<file path="src/design/swat_pkg.sv">
`timescale 1ns / 1ps

package swat_pkg;

    localparam int DEFAULT_WINDOW_DEPTH = 16;
    localparam int SEQ_W = 32;
    localparam int CNT_W = 5;
    localparam int PADDR_W = 3;
    localparam int PDATA_W = 32;

    localparam logic [CNT_W-1:0] RESET_WINDOW_SIZE = 5'd10;

    localparam logic ADDR_WINDOW_SIZE = 1'b0;

    typedef struct packed {
        logic shift;
        logic set;
    } t_cell_ctl;

endpackage

</file>
<file path="src/design/sliding_window_ack_tracker.sv">
`timescale 1ns / 1ps

// Channel   Direction  Handshake                     Word
// ack       in         i_ack_valid / o_ack_ready     i_ack_seq
// result    out        o_res_valid / i_res_ready     window bounds, counts, match flag
// config    in         psel / penable / pwrite       window_size at paddr 0
//
// After an ack word is accepted, the bit chain shifts one slot per cycle, once per slot released,
// and the result is registered once the front slot is clear and the output register is free.
// The ack channel is ready only between words; a finished result waits in the
// output register and the next ack word may be accepted meanwhile.
// Reset is synchronous and active low and needs no clearing pass.

module sliding_window_ack_tracker
    import swat_pkg::*;
#(
    parameter int WINDOW_DEPTH = DEFAULT_WINDOW_DEPTH
) (
    input  logic               i_clk,
    input  logic               i_rst_n,

    input  logic               i_ack_valid,
    output logic               o_ack_ready,
    input  logic [SEQ_W-1:0]   i_ack_seq,

    output logic               o_res_valid,
    input  logic               i_res_ready,
    output logic [SEQ_W-1:0]   o_window_base,
    output logic [SEQ_W-1:0]   o_next_sequence,
    output logic [CNT_W-1:0]   o_released_count,
    output logic [CNT_W-1:0]   o_added_count,
    output logic               o_ack_matched,

    input  logic               psel,
    input  logic               penable,
    input  logic               pwrite,
    input  logic [PADDR_W-1:0] paddr,
    input  logic [PDATA_W-1:0] pwdata,
    output logic [PDATA_W-1:0] prdata,
    output logic               pready
);

    localparam int CW = $clog2(WINDOW_DEPTH + 1);
    localparam int TW = (CW > CNT_W) ? CW : CNT_W;
    localparam int IW = (WINDOW_DEPTH > 1) ? $clog2(WINDOW_DEPTH) : 1;
    localparam logic [TW-1:0] DEPTH_T = TW'(WINDOW_DEPTH);
    localparam logic [TW-1:0] RESET_LEN =
        (TW'(RESET_WINDOW_SIZE) > DEPTH_T) ? DEPTH_T : TW'(RESET_WINDOW_SIZE);

    localparam logic ST_IDLE = 1'b0;
    localparam logic ST_SCAN = 1'b1;

    logic             r_state;
    logic             n_state;
    logic [CNT_W-1:0] r_ws;
    logic [SEQ_W-1:0] r_base;
    logic [SEQ_W-1:0] r_next;
    logic [TW-1:0]    r_len;
    logic [TW-1:0]    r_released;
    logic             r_match;

    logic             r_out_valid;
    logic [SEQ_W-1:0] r_out_base;
    logic [SEQ_W-1:0] r_out_next;
    logic [CNT_W-1:0] r_out_rel;
    logic [CNT_W-1:0] r_out_add;
    logic             r_out_match;

    logic             w_accept;
    logic             w_cfg_wr;
    logic [SEQ_W-1:0] w_off;
    logic             w_hit;
    logic             w_front;
    logic             w_shift;
    logic             w_finish;
    logic [TW-1:0]    w_target;
    logic [TW-1:0]    w_remain;
    logic [TW-1:0]    w_added;
    t_cell_ctl        w_ctl [WINDOW_DEPTH];

    assign pready      = 1'b1;
    assign w_cfg_wr    = psel && penable && pwrite && pready && (paddr[2] == ADDR_WINDOW_SIZE);
    assign prdata      = (paddr[2] == ADDR_WINDOW_SIZE) ? PDATA_W'(r_ws) : '0;

    assign o_ack_ready = (r_state == ST_IDLE);
    assign w_accept    = i_ack_valid && o_ack_ready;

    assign w_off    = i_ack_seq - r_base;
    assign w_hit    = (w_off < SEQ_W'(r_len));
    assign w_shift  = (r_state == ST_SCAN) && w_front;
    assign w_finish = (r_state == ST_SCAN) && !w_front && (!r_out_valid || i_res_ready);

    assign w_target = (TW'(r_ws) > DEPTH_T) ? DEPTH_T : TW'(r_ws);
    assign w_remain = r_len - r_released;
    assign w_added  = ((r_released != '0) && (w_remain < w_target)) ?
                      (w_target - w_remain) : '0;

    for (genvar i = 0; i < WINDOW_DEPTH; i++) begin : g_ctl
        assign w_ctl[i].shift = w_shift;
        assign w_ctl[i].set   = w_accept && w_hit && (w_off[IW-1:0] == IW'(i));
    end

    swat_chain #(
        .WINDOW_DEPTH (WINDOW_DEPTH)
    ) u_chain (
        .i_clk   (i_clk),
        .i_rst_n (i_rst_n),
        .i_ctl   (w_ctl),
        .o_front (w_front)
    );

    always_comb begin
        n_state = r_state;
        unique case (r_state)
            ST_IDLE: begin
                if (w_accept) begin
                    n_state = ST_SCAN;
                end
            end
            ST_SCAN: begin
                if (w_finish) begin
                    n_state = ST_IDLE;
                end
            end
            default: n_state = ST_IDLE;
        endcase
    end

    always_ff @(posedge i_clk) begin
        if (!i_rst_n) begin
            r_state     <= ST_IDLE;
            r_ws        <= RESET_WINDOW_SIZE;
            r_base      <= SEQ_W'(1);
            r_next      <= SEQ_W'(1) + SEQ_W'(RESET_LEN);
            r_len       <= RESET_LEN;
            r_released  <= '0;
            r_match     <= 1'b0;
            r_out_valid <= 1'b0;
        end else begin
            r_state <= n_state;
            if (w_cfg_wr) begin
                r_ws <= pwdata[CNT_W-1:0];
            end
            if (w_accept) begin
                r_match    <= w_hit;
                r_released <= '0;
            end
            if (w_shift) begin
                r_base     <= r_base + SEQ_W'(1);
                r_released <= r_released + TW'(1);
            end
            if (w_finish) begin
                r_next      <= r_next + SEQ_W'(w_added);
                r_len       <= w_remain + w_added;
                r_out_valid <= 1'b1;
            end else if (i_res_ready) begin
                r_out_valid <= 1'b0;
            end
        end
    end

    always_ff @(posedge i_clk) begin
        if (w_finish) begin
            r_out_base  <= r_base;
            r_out_next  <= r_next + SEQ_W'(w_added);
            r_out_rel   <= r_released[CNT_W-1:0];
            r_out_add   <= w_added[CNT_W-1:0];
            r_out_match <= r_match;
        end
    end

    assign o_res_valid      = r_out_valid;
    assign o_window_base    = r_out_base;
    assign o_next_sequence  = r_out_next;
    assign o_released_count = r_out_rel;
    assign o_added_count    = r_out_add;
    assign o_ack_matched    = r_out_match;

endmodule

</file>
<file path="src/design/swat_cell.sv">
`timescale 1ns / 1ps

module swat_cell
    import swat_pkg::*;
(
    input  logic      i_clk,
    input  logic      i_rst_n,
    input  t_cell_ctl i_ctl,
    input  logic      i_next,
    output logic      o_bit
);

    logic r_bit;

    always_ff @(posedge i_clk) begin
        if (!i_rst_n) begin
            r_bit <= 1'b0;
        end else if (i_ctl.shift) begin
            r_bit <= i_next;
        end else begin
            r_bit <= r_bit | i_ctl.set;
        end
    end

    assign o_bit = r_bit;

endmodule

</file>
<file path="src/design/swat_chain.sv">
`timescale 1ns / 1ps

module swat_chain
    import swat_pkg::*;
#(
    parameter int WINDOW_DEPTH = DEFAULT_WINDOW_DEPTH
) (
    input  logic      i_clk,
    input  logic      i_rst_n,
    input  t_cell_ctl i_ctl [WINDOW_DEPTH],
    output logic      o_front
);

    logic w_bit  [WINDOW_DEPTH];
    logic w_next [WINDOW_DEPTH];

    for (genvar i = 0; i < WINDOW_DEPTH; i++) begin : g_cell
        if (i == WINDOW_DEPTH - 1) begin : g_last
            assign w_next[i] = 1'b0;
        end else begin : g_mid
            assign w_next[i] = w_bit[i+1];
        end

        swat_cell u_cell (
            .i_clk   (i_clk),
            .i_rst_n (i_rst_n),
            .i_ctl   (i_ctl[i]),
            .i_next  (w_next[i]),
            .o_bit   (w_bit[i])
        );
    end

    assign o_front = w_bit[0];

endmodule

</file>
<file path="config.mk">
export PLATFORM = sky130hd
export DESIGN_NAME = sliding_window_ack_tracker
export DESIGN_NICKNAME = d
export VERILOG_FILES = /design/src/design/swat_pkg.sv /design/src/design/sliding_window_ack_tracker.sv /design/src/design/swat_cell.sv /design/src/design/swat_chain.sv
export SDC_FILE = /design/constraint.sdc
export NUM_CORES = 1
export LEC_CHECK = 0
export ABC_AREA = 0
export BUFFER_PORTS_ARGS = -buffer_cell sky130_fd_sc_hd__buf_4
export CORE_ASPECT_RATIO = 0.7
export CORE_UTILIZATION = 50
export DETAILED_ROUTE_END_ITERATION = 16
export PLACE_DENSITY = 0.87
export SLEW_MARGIN = 10
export SYNTH_ARGS = -nofsm -noshare
export SYNTH_HDL_FRONTEND = slang
export SYNTH_SLANG_ARGS = --single-unit
</file>
<file path="constraint.sdc">
create_clock -name i_clk -period 5.3 [get_ports i_clk]
set_input_delay 0.53 -clock i_clk [delete_from_list [all_inputs] [get_ports i_clk]]
set_output_delay 0.53 -clock i_clk [all_outputs]
set_load 0.05 [all_outputs]
</file>
# == Yosys cells after proc, flatten, opt, wreduce, memory -nomap -nowiden ==
# Index checks and enable logic that the tools add are counted.
# totals
in_bits,74
regBits,173
wordCells,131
n_memories,0
mem_bits_ro,0
ramBits,0
output_inout_bits,110
latchBits,0
# classes
mux,25
n_eq_ne,15
div,0
add_sub_neg,7
n_shift,0
reduce_logical,33
bitwise_logic,19
n_mul,0
n_lt_le_gt_ge,3
# op_table
cell,count
$add A32 B1 Y32 const B,1
$add A32 B5 Y32,1
$eq A4 B4 Y1 const B,8
$lt A32 B5 Y1,1
$sub A32 B32 Y32,1
$logic_and A1 B1 Y1,25
$mux W5,5
$mux W1,19
$eq A4 B3 Y1 const B,4
$or A1 B1 Y1,16
$sub A5 B5 Y5,2
$eq A4 B2 Y1 const B,2
$add A5 B1 Y5 const B,1
$add A5 B5 Y5,1
$gt A5 B5 Y1 const B,1
$lt A5 B5 Y1,1
$reduce_bool A5 Y1,1
$eq A4 B1 Y1 const B,1
$logic_not A4 Y1,1
$reduce_bool A2 Y1,2
$not A1 Y1,3
$logic_not A1 Y1,2
$pmux W1 S2,1
$reduce_or A2 Y1,1
$logic_or A1 B1 Y1,1

# == Longest topological paths before layout ==
# Gate-level depths: netlist of the first run.
# logic_depth
ltp_word,6
ltp_mapped,26
depth_no_buf,26

# == Modules after synthesis ==
# A second synthesis of the first run with hierarchy kept.
# hier_totals
cells_unflattened,1084
area_unflattened_um2,10214.8
# by_module_without_submodules
module,n_inst,cells_per_inst,area_each_um2,seq_area_each_um2
sliding_window_ack_tracker,1,1035,9630.5,3893.7
swat_cell,16,3,36.3,20.0
swat_chain,1,1,3.8,0.0

# == Worst setup path before layout of the first run ==
# No wires, ideal clock.
# synth_path
kind,reg2reg
startpoint,register r_released[0]
endpoint,"register r_out_next[30] (netlist: o_next_sequence[30]), data pin"
setup_slack_ns,0.033
t_arrival_ns,5.009
path_buffers,0
path_stages_with_launch,24
t_required_ns,5.042
synth_period_minus_slack_ns,5.267
path_cell_list,dfxtp_1 ha_1 inv_1 fa_1 a21o_1 a21oi_1 xnor2_1 ha_1 and4_1 a32oi_1 o21ai_1 nor2_1 ha_1 inv_1 fa_1 nor2b_1 o21a_1 o21ai_0 a2111oi_1 nand3_1 or2_2 nor2_1 nand3_1 xnor2_1
# synth_via
elab_chain_cells,5
# synth_rtl
element,line_no,rtl
from (decl),sliding_window_ack_tracker.sv:59,logic [TW-1:0] r_released;
from (signal assigned),sliding_window_ack_tracker.sv:150,r_released <= r_released + TW'(1);
$sub A5 B5 Y5,sliding_window_ack_tracker.sv:94,assign w_remain = r_len - r_released;
$lt A5 B5 Y1,sliding_window_ack_tracker.sv:95,assign w_added = ((r_released != '0) && (w_remain < w_target)) ?
$logic_and A1 B1 Y1,sliding_window_ack_tracker.sv:95,
$mux W5 *,sliding_window_ack_tracker.sv:95,
named net w_added[0],sliding_window_ack_tracker.sv:78,logic [TW-1:0] w_added;
$add A32 B5 Y32 *,sliding_window_ack_tracker.sv:165,r_out_next <= r_next + SEQ_W'(w_added);
to (signal assigned),sliding_window_ack_tracker.sv:165,
to (decl),sliding_window_ack_tracker.sv:64,logic [SEQ_W-1:0] r_out_next;
# Mark *: on every way through the listed nets, which the timed path passes. The rest lies on a longest branch.
# A chain may end at the register's enable or synchronous reset.

# == Worst setup path in the final report of the first run ==
# layout_path
startpoint,register r_len[0]
endpoint,register r_next[26]
# layout_via
elab_chain_cells,5
# layout_rtl
element,line_no,rtl
from (decl),sliding_window_ack_tracker.sv:58,logic [TW-1:0] r_len;
from (signal assigned),sliding_window_ack_tracker.sv:154,r_len <= w_remain + w_added;
$sub A5 B5 Y5 *,sliding_window_ack_tracker.sv:94,
$lt A5 B5 Y1,sliding_window_ack_tracker.sv:95,
$logic_and A1 B1 Y1,sliding_window_ack_tracker.sv:95,
$mux W5 *,sliding_window_ack_tracker.sv:95,
named net w_added[0],sliding_window_ack_tracker.sv:78,
$add A32 B5 Y32 *,sliding_window_ack_tracker.sv:153,r_next <= r_next + SEQ_W'(w_added);
to (signal assigned),sliding_window_ack_tracker.sv:134,r_next <= SEQ_W'(1) + SEQ_W'(RESET_LEN);
to (signal assigned),sliding_window_ack_tracker.sv:153,
to (decl),sliding_window_ack_tracker.sv:57,logic [SEQ_W-1:0] r_next;
# Marks and branches as above.

==> results of run 1 <==
## critical path: stages, from the launching register on
cell,delay (ns)
dfxtp_1,0.31
inv_1,0.05
ha_1,0.13
inv_1,0.06
fa_2,0.35
a21o_1,0.19
a21oi_1,0.17
xnor2_1,0.17
ha_1,0.30
and4_1,0.16
a32oi_1,0.17
o21ai_2,0.10
nor2_2,0.16
ha_2,0.20
inv_1,0.05
fa_2,0.35
nor2b_1,0.12
o21a_1,0.18
o21ai_1,0.11
a2111oi_2,0.32
buf_4,0.18
nand3_1,0.11
or2_2,0.35
buf_4,0.15
or3_1,0.30
a21boi_0,0.16
## flip-flops by register name, indices dropped and copies added, names as in the netlist
register	count
o_released_count	5
r_state	1
r_next	32
r_ws	5
r_base	32
r_match	1
r_released	5
r_len	5
u_chain.g_cell.u_cell.o_bit	16
o_res_valid	1
o_added_count	5
o_next_sequence	32
o_ack_matched	1
o_window_base	32
## power by group
group          internal, mW  leakage (nW)  switching (mW)  total (mW)
Combinational         0.160          2.95           0.345       0.505
Sequential             1.42          1.54          0.0135        1.43
Clock                 0.718         0.283           0.554        1.27
Total                  2.30          4.77           0.913        3.21
## layout make-up
class	instances	area (sq um)	share of cell area
Multi-Input combinational cell	810	5384	0.4518
Sequential cell	173	4214	0.3536
Timing Repair Buffer	152	1141	0.09575
Clock buffer	19	442.9	0.03717
Tap cell	270	337.8	0.02835
Inverter	64	242.7	0.02037
Clock inverter	13	155.1	0.01302
## how the worst max path moves through the flow
stage	cells past startpoint	end	slack [ns]	from
finish	25	r_next[26]$_SDFFE_PN0P_	0.34	r_len[0]$_SDFFE_PN0P_
global route	25	r_next[26]$_SDFFE_PN0P_	-0.01	r_len[0]$_SDFFE_PN0P_
CTS	26	r_next[28]$_SDFFE_PN0P_	0.05	r_len[0]$_SDFFE_PN0P_
detailed placement	26	r_next[28]$_SDFFE_PN0P_	0.03	r_len[0]$_SDFFE_PN0P_
global placement	24	r_next[28]$_SDFFE_PN0P_	0.15	r_len[0]$_SDFFE_PN0P_
floorplan	23	o_next_sequence[30]$_DFFE_PP_	0.03	r_released[0]$_SDFFE_PN0P_
## repair_timing
item | 4_1_cts | 5_1_grt
endpoints found under the hold margin | 0 | 0
gates cloned | 0 | 0
resized for setup | 1 | 9
pin swaps | 0 | 5
endpoints found under the setup margin | 1 | 9
setup buffers | 0 | 5
## metal layers
metal	track usage	up-vias	wire length, microns
met5	0	-	0
met4	0.04093	0	201
met3	0.06523	21	2115
met2	0.3352	347	10210
met1	0.3524	3845	11680
li1	-	4009	-
## layout by cell type, fill, tap and decap left out, types with 41 or more instances in the layout
cell,instances
dfxtp_1,98
buf_4,152
edfxtp_1,75
nor2_1,50
inv_1,62
xnor2_1,79
a21oi_1,41
ha_1,54
and2_1,48
nand2_1,142
## cells by family after synthesis
group | synth area share
other | 0.0007426
buffers and inverters | 0.06371
xor gates and xnor gates | 0.08920
and+or+nand+nor | 0.2028
DFF | 0.4167
adders and majority gates | 0.07794
muxes | 0.009032
AOI/OAI and AO/OA | 0.1399
## per-stage QoR
stage / setup slack, ns / hold WS, ns
2_1_floorplan: 0.03286 / 0.4081
3_3_place_gp: 0.1479 / 0.4176
3_5_place_dp: 0.03106 / 0.4272
4_1_cts: 0.05005 / 0.3110
5_1_grt: -0.009831 / 0.3209
6_report: 0.3403 / 0.3242
==> results.md, run 1 <==
- Setup TNS: 0 ns
- Worst reg2reg path startpoint: r_len[0]$_SDFFE_PN0P_
- Starting DRT DRC Count: 811
- H-tree levels: 4
- Placed standard-cell area: 0.01125 sq mm
- First-pass iteration count of the detailed router: 5
- Seq/Total Area, Yosys: 0.4167
- Vias after detailed routing: 8222
- First-pass GRT wire length: 38.04 mm
- CTS root buf: clkbuf_16
- Mean routed wirelength per cell: 16.13 microns
- DP Cell Count: 1464
- Final Cycle Share: 0.9358
- Row Count: 43
- Fin area: 0.01192 sq mm
- Worst setup path category: reg -> reg
- Boundary pin count: 184
- Worst R2R End: r_next[26]$_SDFFE_PN0P_
- Reg2reg setup slack: 0.34 ns
- Total chip power: 3.211 mW
- Final GP Congestion: 0.9305
- Ys Warns: 0
- Worst EP required: 5.66 ns
- Clk_lat worst skew: 0.43 ns
- Largest net degree at the start of global routing: 83
- # port buffers: 126
- Antenna violations before repair: 0
- Area share of the largest cell type after synthesis: 0.2227
- Slew Limit Headroom: 0.3436
- Most common library cells after synthesis: nand2_1 (142), dfxtp_1 (98), xnor2_1 (79)
- Hold Path Cell Cnt: 3
- Fin util: 0.6019
- Reg2Reg Depth: 25
- WL final: 24.21 mm
- Post-synthesis async set-or-reset flop share: 0
- Total GRT Usage: 0.2347
- Worst Max-Slew Pin Slew: 0.9846 ns
- Hold-fix buffers, CTS: 0
- Clk pin slew, worst setup/hold paths: 0.07 ns
- Setup crit start kind: register
- Fin cells: 1501
- Crit end category: register
- Worst Hold Endpoint: r_ws[1]$_SDFFE_PN1P_
- Number of cells produced by synthesis: 1094
- Synth cell types: 74
- Yosys top cell by area: edfxtp_1
- Endpoints failing setup: 0
- Synth Area per Inst: 9.244 sq um
- Number of synthesized flops with an enable pin: 75
- Area grow syn2layout: 17.84%
- Filler cell count: 1665
- Minimum clock period: 4.960 ns
- Synth Register Bits: 173
- Antenna diodes: 0
- Critical Path Fanout Max: 3
- Power Dens Cells: 269.4 mW/mm^2
- Main synth FF type: dfxtp_1
- Leak Pwr: 4.773 nW
- Min-Delay Path Class: in -> reg
- DP Wirelength: 17.49 mm
- Peak VDD IR: 231.3 uV
- CTS tree: built
- Status: finished, final reports clean
- Clock Path Buffers: 2
- DRC viols: 0
- Routed Antenna Nets: 0
- Core area: 0.01980 sq mm
- Max-Cap Viols: 0
- Clock sinks: 173
- Cell with the most instances after synthesis: nand2_1
- Number of global-route vias before repair: 7459
- Die H: 121.0 microns
- Slew Viols, Final: 0
- Worst hold start: pwdata[1]
- Synth Cell Area: 0.01011 sq mm
- Vias per cell: 5.478
- Critical path arrival: 5.31 ns
- Worst Skew: 0.01200 ns
- Num CTS Buffers: 17
- Die ar.: 0.02081 sq mm
- Peak Freq: 201.6 MHz
- GR Overflow Total: 0
- Final hold viol count: 0
- Initial Util: 0.5108
- Fraction of layout cells with a size suffix above 1: 0.1730
- Synth area leaders: edfxtp_1 (22%), dfxtp_1 (19%), xnor2_1 (6.8%)
- Die width: 172.0 microns
- Layout Nets: 1352
No activity file was read; power rests on OpenSTA's default activity.
==> run 2, diff against run 1 <==
ABC_AREA = 1   (was 0)
PLACE_DENSITY = 0.86   (was 0.87)
==> results.md, run 2 <==
- Status: finished, final reports clean
- Setup crit start kind: register
- Yosys top cell by area: edfxtp_1
- Critical Path Fanout Max: 6 (+3)
- Layout Nets: 1688 (+25%)
- Largest family of logic cells by synthesized area: simple AND/OR/NAND/NOR gates
- Net Sw Power: 990.9 uW (+8.6%)
- H-tree levels: 4 (unchanged)
- Final GP Congestion: 0.9092 (-2.3%)
- Worst Hold Endpoint: r_ws[1]$_SDFFE_PN1P_
- Most common library cells after synthesis: nand2_1 (363), inv_1 (233), nor2_1 (131)
- Main synth FF type: dfxtp_1
- Multiplexer area fraction after synthesis: 0 (-0.009031)
- Critical path arrival: 5.07 ns (-0.24 ns)
- Most frequent cells in the layout: nand2_1 (362), inv_1 (233), buf_4 (134), nor2_1 (130), dfxtp_1 (98)
- Power Dens Cells: 264.1 mW/mm^2 (-2.0%)
- Seq/Total Area, Yosys: 0.3947 (-0.02202)
- Peak VDD IR: 256.5 uV (+11%)
- CP most frequent cell: inv_1
- Clk_lat worst skew: 0.44 ns (about the same)
- Row Count: 44 (+2.3%)
- Clk pin slew, worst setup/hold paths: 0.07 ns (about the same)
- First-pass iteration count of the detailed router: 5 (unchanged)
- Worst setup path start: r_released[0]$_SDFFE_PN0P_
- CP max-delay cell: fa_1
- Number of global-route vias before repair: 8364 (+12%)
- Number of synthesized flops with an enable pin: 75 (unchanged)
- Worst Max-Slew Pin Slew: 0.8489 ns (-0.1357 ns)
- Worst Skew: 0.01454 ns (+0.002534 ns)
- DRC viols: 0 (unchanged)
- WL final: 27.16 mm (+12%)
- Die H: 124.3 microns (+2.7%)
- Vias per cell: 5.179 (-5.5%)
- Clk pwr share: 0.398 (+0.002)
- Post-Synth Adder-Cell Area: 0.07382 (-0.004119)
- Synth Cell Area: 0.01068 sq mm (+5.6%)
- Comb power frac: 0.165 (+0.008)
- Largest net degree at the start of global routing: 50 (-40%)
- Area share of the largest cell type after synthesis: 0.2109 (-0.01177)
- WP depth: 28 (+12%)
- CTS tree: built
- Worst reg2reg path startpoint: r_released[0]$_SDFFE_PN0P_
- Hold Path Cell Cnt: 3 (unchanged)
- Final WS setup: 0.4169 ns (+0.07658 ns)
- Final Cycle Share: 0.9213 (-0.01445)
- Worst R2R End: o_next_sequence[30]$_DFFE_PP_
- Number of cells produced by synthesis: 1421 (+30%)
- Core area: 0.02081 sq mm (+5.1%)
- Clock Path Buffers: 2 (unchanged)
- Commonest non-fill, non-tap cell in the layout: nand2_1
- Setup TNS: 0 ns (unchanged)
- Setup slack at placement: 0.2697 ns (+0.2386 ns)
- Starting DRT DRC Count: 909 (+12%)
- Fraction of layout cells with a size suffix above 1: 0.1698 (-0.003279)
- Ys Warns: 0 (unchanged)
- Worst setup path category: reg -> reg
- CP Buf/Inv Count: 5 (unchanged)
- Placed standard-cell area: 0.01182 sq mm (+5.1%)
- Antenna diodes: 0 (unchanged)
- Peak Freq: 204.8 MHz (+1.6%)
- Critical path's top delay family: simple AND/OR/NAND/NOR gates
- Max-Cap Viols: 0 (unchanged)
- Num CTS Buffers: 17 (unchanged)
- Minimum clock period: 4.883 ns (-0.07658 ns)
- Fin cells: 1843 (+23%)
- Cell with the most instances after synthesis: nand2_1
- GR Overflow Total: 0 (unchanged)
- Fin area: 0.01246 sq mm (+4.6%)
- Initial Util: 0.5131 (+0.002301)
- Simple-Gate Fraction of Synth Area: 0.2843 (+0.08150)
- Post-Synth XOR/XNOR Area: 0.03363 (-0.05557)
- Crit end category: register
- # port buffers: 126 (unchanged)
- Worst hold start: pwdata[1]
- Reg2Reg Depth: 28 (+12%)
- Compound-Gate Fraction of Synth Area: 0.09714 (-0.04278)
- Mean routed wirelength per cell: 14.74 microns (-8.7%)
- Leak Pwr: 5.626 nW (+18%)
- Clock sinks: 173 (unchanged)
- DP Cell Count: 1810 (+24%)
- Final hold viol count: 0 (unchanged)
- Part of the power in registers: 0.436 (-0.011)
- Total GRT Usage: 0.2451 (+0.01036)
- Worst EP required: 5.48 ns (-0.18 ns)
- Die ar.: 0.02195 sq mm (+5.5%)
- Internal Power: 2.301 mW (+0.14%)
- Switching share of power: 0.3010 (+0.01674)
- Die width: 176.7 microns (+2.7%)
- Synth Area per Inst: 7.514 sq um (-19%)
- Synth cell types: 51 (-31%)
- Min-Delay Path Class: in -> reg
- Boundary pin count: 184 (unchanged)
- Endpoints failing setup: 0 (unchanged)
- Hold-fix buffers, CTS: 0 (unchanged)
- Critical path's largest stage delay: 0.40 ns (+0.05 ns)
- First-pass GRT wire length: 42.44 mm (+12%)
- Synth area leaders: edfxtp_1 (21%), dfxtp_1 (18%), nand2_1 (13%)
- Synth Register Bits: 173 (unchanged)
- Antenna violations before repair: 0 (unchanged)
- Area grow syn2layout: 16.73%
- Vias after detailed routing: 9545 (+16%)
- Slew Limit Headroom: 0.4335 (+0.08985)
- Routed Antenna Nets: 0 (unchanged)
- Reg2reg setup slack: 0.42 ns (+0.08 ns)
- CTS root buf: clkbuf_16
- Slew Viols, Final: 0 (unchanged)
- DP Wirelength: 20.34 mm (+16%)
- Post-synthesis async set-or-reset flop share: 0 (unchanged)
[run 2: cell types whose count changed after synthesis, moves of 16 or more]
cell | before | now
o21ai_0 | 34 | 60
nand3_2 | 0 | 17
and3_1 | 17 | 1
nor2_1 | 52 | 131
and2_1 | 48 | 1
a21oi_1 | 41 | 71
nand2_1 | 142 | 363
inv_1 | 62 | 233
a21boi_0 | 17 | 0
xnor2_1 | 79 | 7
nor2b_1 | 22 | 0
clkbuf_1 | 36 | 16
[run 2: logic make-up after synthesis]
logic type,after synthesis
and+or+nand+nor,670
buffers and inverters,295
AOI/OAI and AO/OA,180
DFF,173
adders and majority gates,60
xor gates and xnor gates,41
other,2
[run 2: repair_timing]
| action | 4_1_cts | 5_1_grt |
|---|---|---|
| gates resized for setup | 0 | 5 |
| setup buffers | 0 | 1 |
| setup endpoints to repair | 0 | 12 |
[run 2: cell type report]
cell class / count / area [sq um]
Fill cell: 1838 / 8346
Timing Repair Buffer: 134 / 1006
Clock inverter: 14 / 175.2
Clock buffer: 18 / 439.2
Sequential cell: 173 / 4214
Inverter: 249 / 934.6
Multi-Input combinational cell: 979 / 5350
Tap cell: 276 / 345.3
[run 2: per-layer routing]
layer  share of wire  wire, microns  global-route usage  vias up
met2            0.42          11370              0.3566      411
met4          0.0094            254             0.05172        0
met5               0              0                   0        -
li1                -              -                   -     4755
met3           0.082           2237             0.04701       21
met1            0.49          13300              0.3729     4358
[run 2: how the worst max path moves through the flow]
stage | end
finish | o_next_sequence[30]$_DFFE_PP_
global placement | o_next_sequence[30]$_DFFE_PP_
floorplan | r_len[1]$_SDFFE_PN1P_
CTS | r_next[26]$_SDFFE_PN0P_
detailed placement | o_next_sequence[30]$_DFFE_PP_
global route | r_next[30]$_SDFFE_PN0P_
[run 2: power by group through the flow]
stage,combinational (mW),sequential [mW],clock [mW]
global route,0.586,1.44,1.39
detailed placement,0.534,1.47,0
finish,0.545,1.44,1.31
global placement,0.525,1.47,0
floorplan,0.297,1.57,0
CTS,0.537,1.44,1.33
[run 2: worst register-to-register path, delay by kind of cell, from the launching register on]
family	cells	cell delay, ns
and+or+nand+nor	14	1.72
adders and majority gates	5	1.47
xor gates and xnor gates	2	0.39
DFF	1	0.37
AOI/OAI and AO/OA	2	0.37
buffers and inverters	5	0.32
[run 2: stage by stage]
step	util	hold WS (ns)	power (mW)
6_report	0.5990	0.3147	3.292
5_1_grt	0.5990	0.3062	3.416
4_1_cts	0.5977	0.3000	3.301
3_5_place_dp	0.5682	0.4161	1.999
3_3_place_gp	0.5682	0.4139	1.991
2_1_floorplan	-	0.4082	1.865
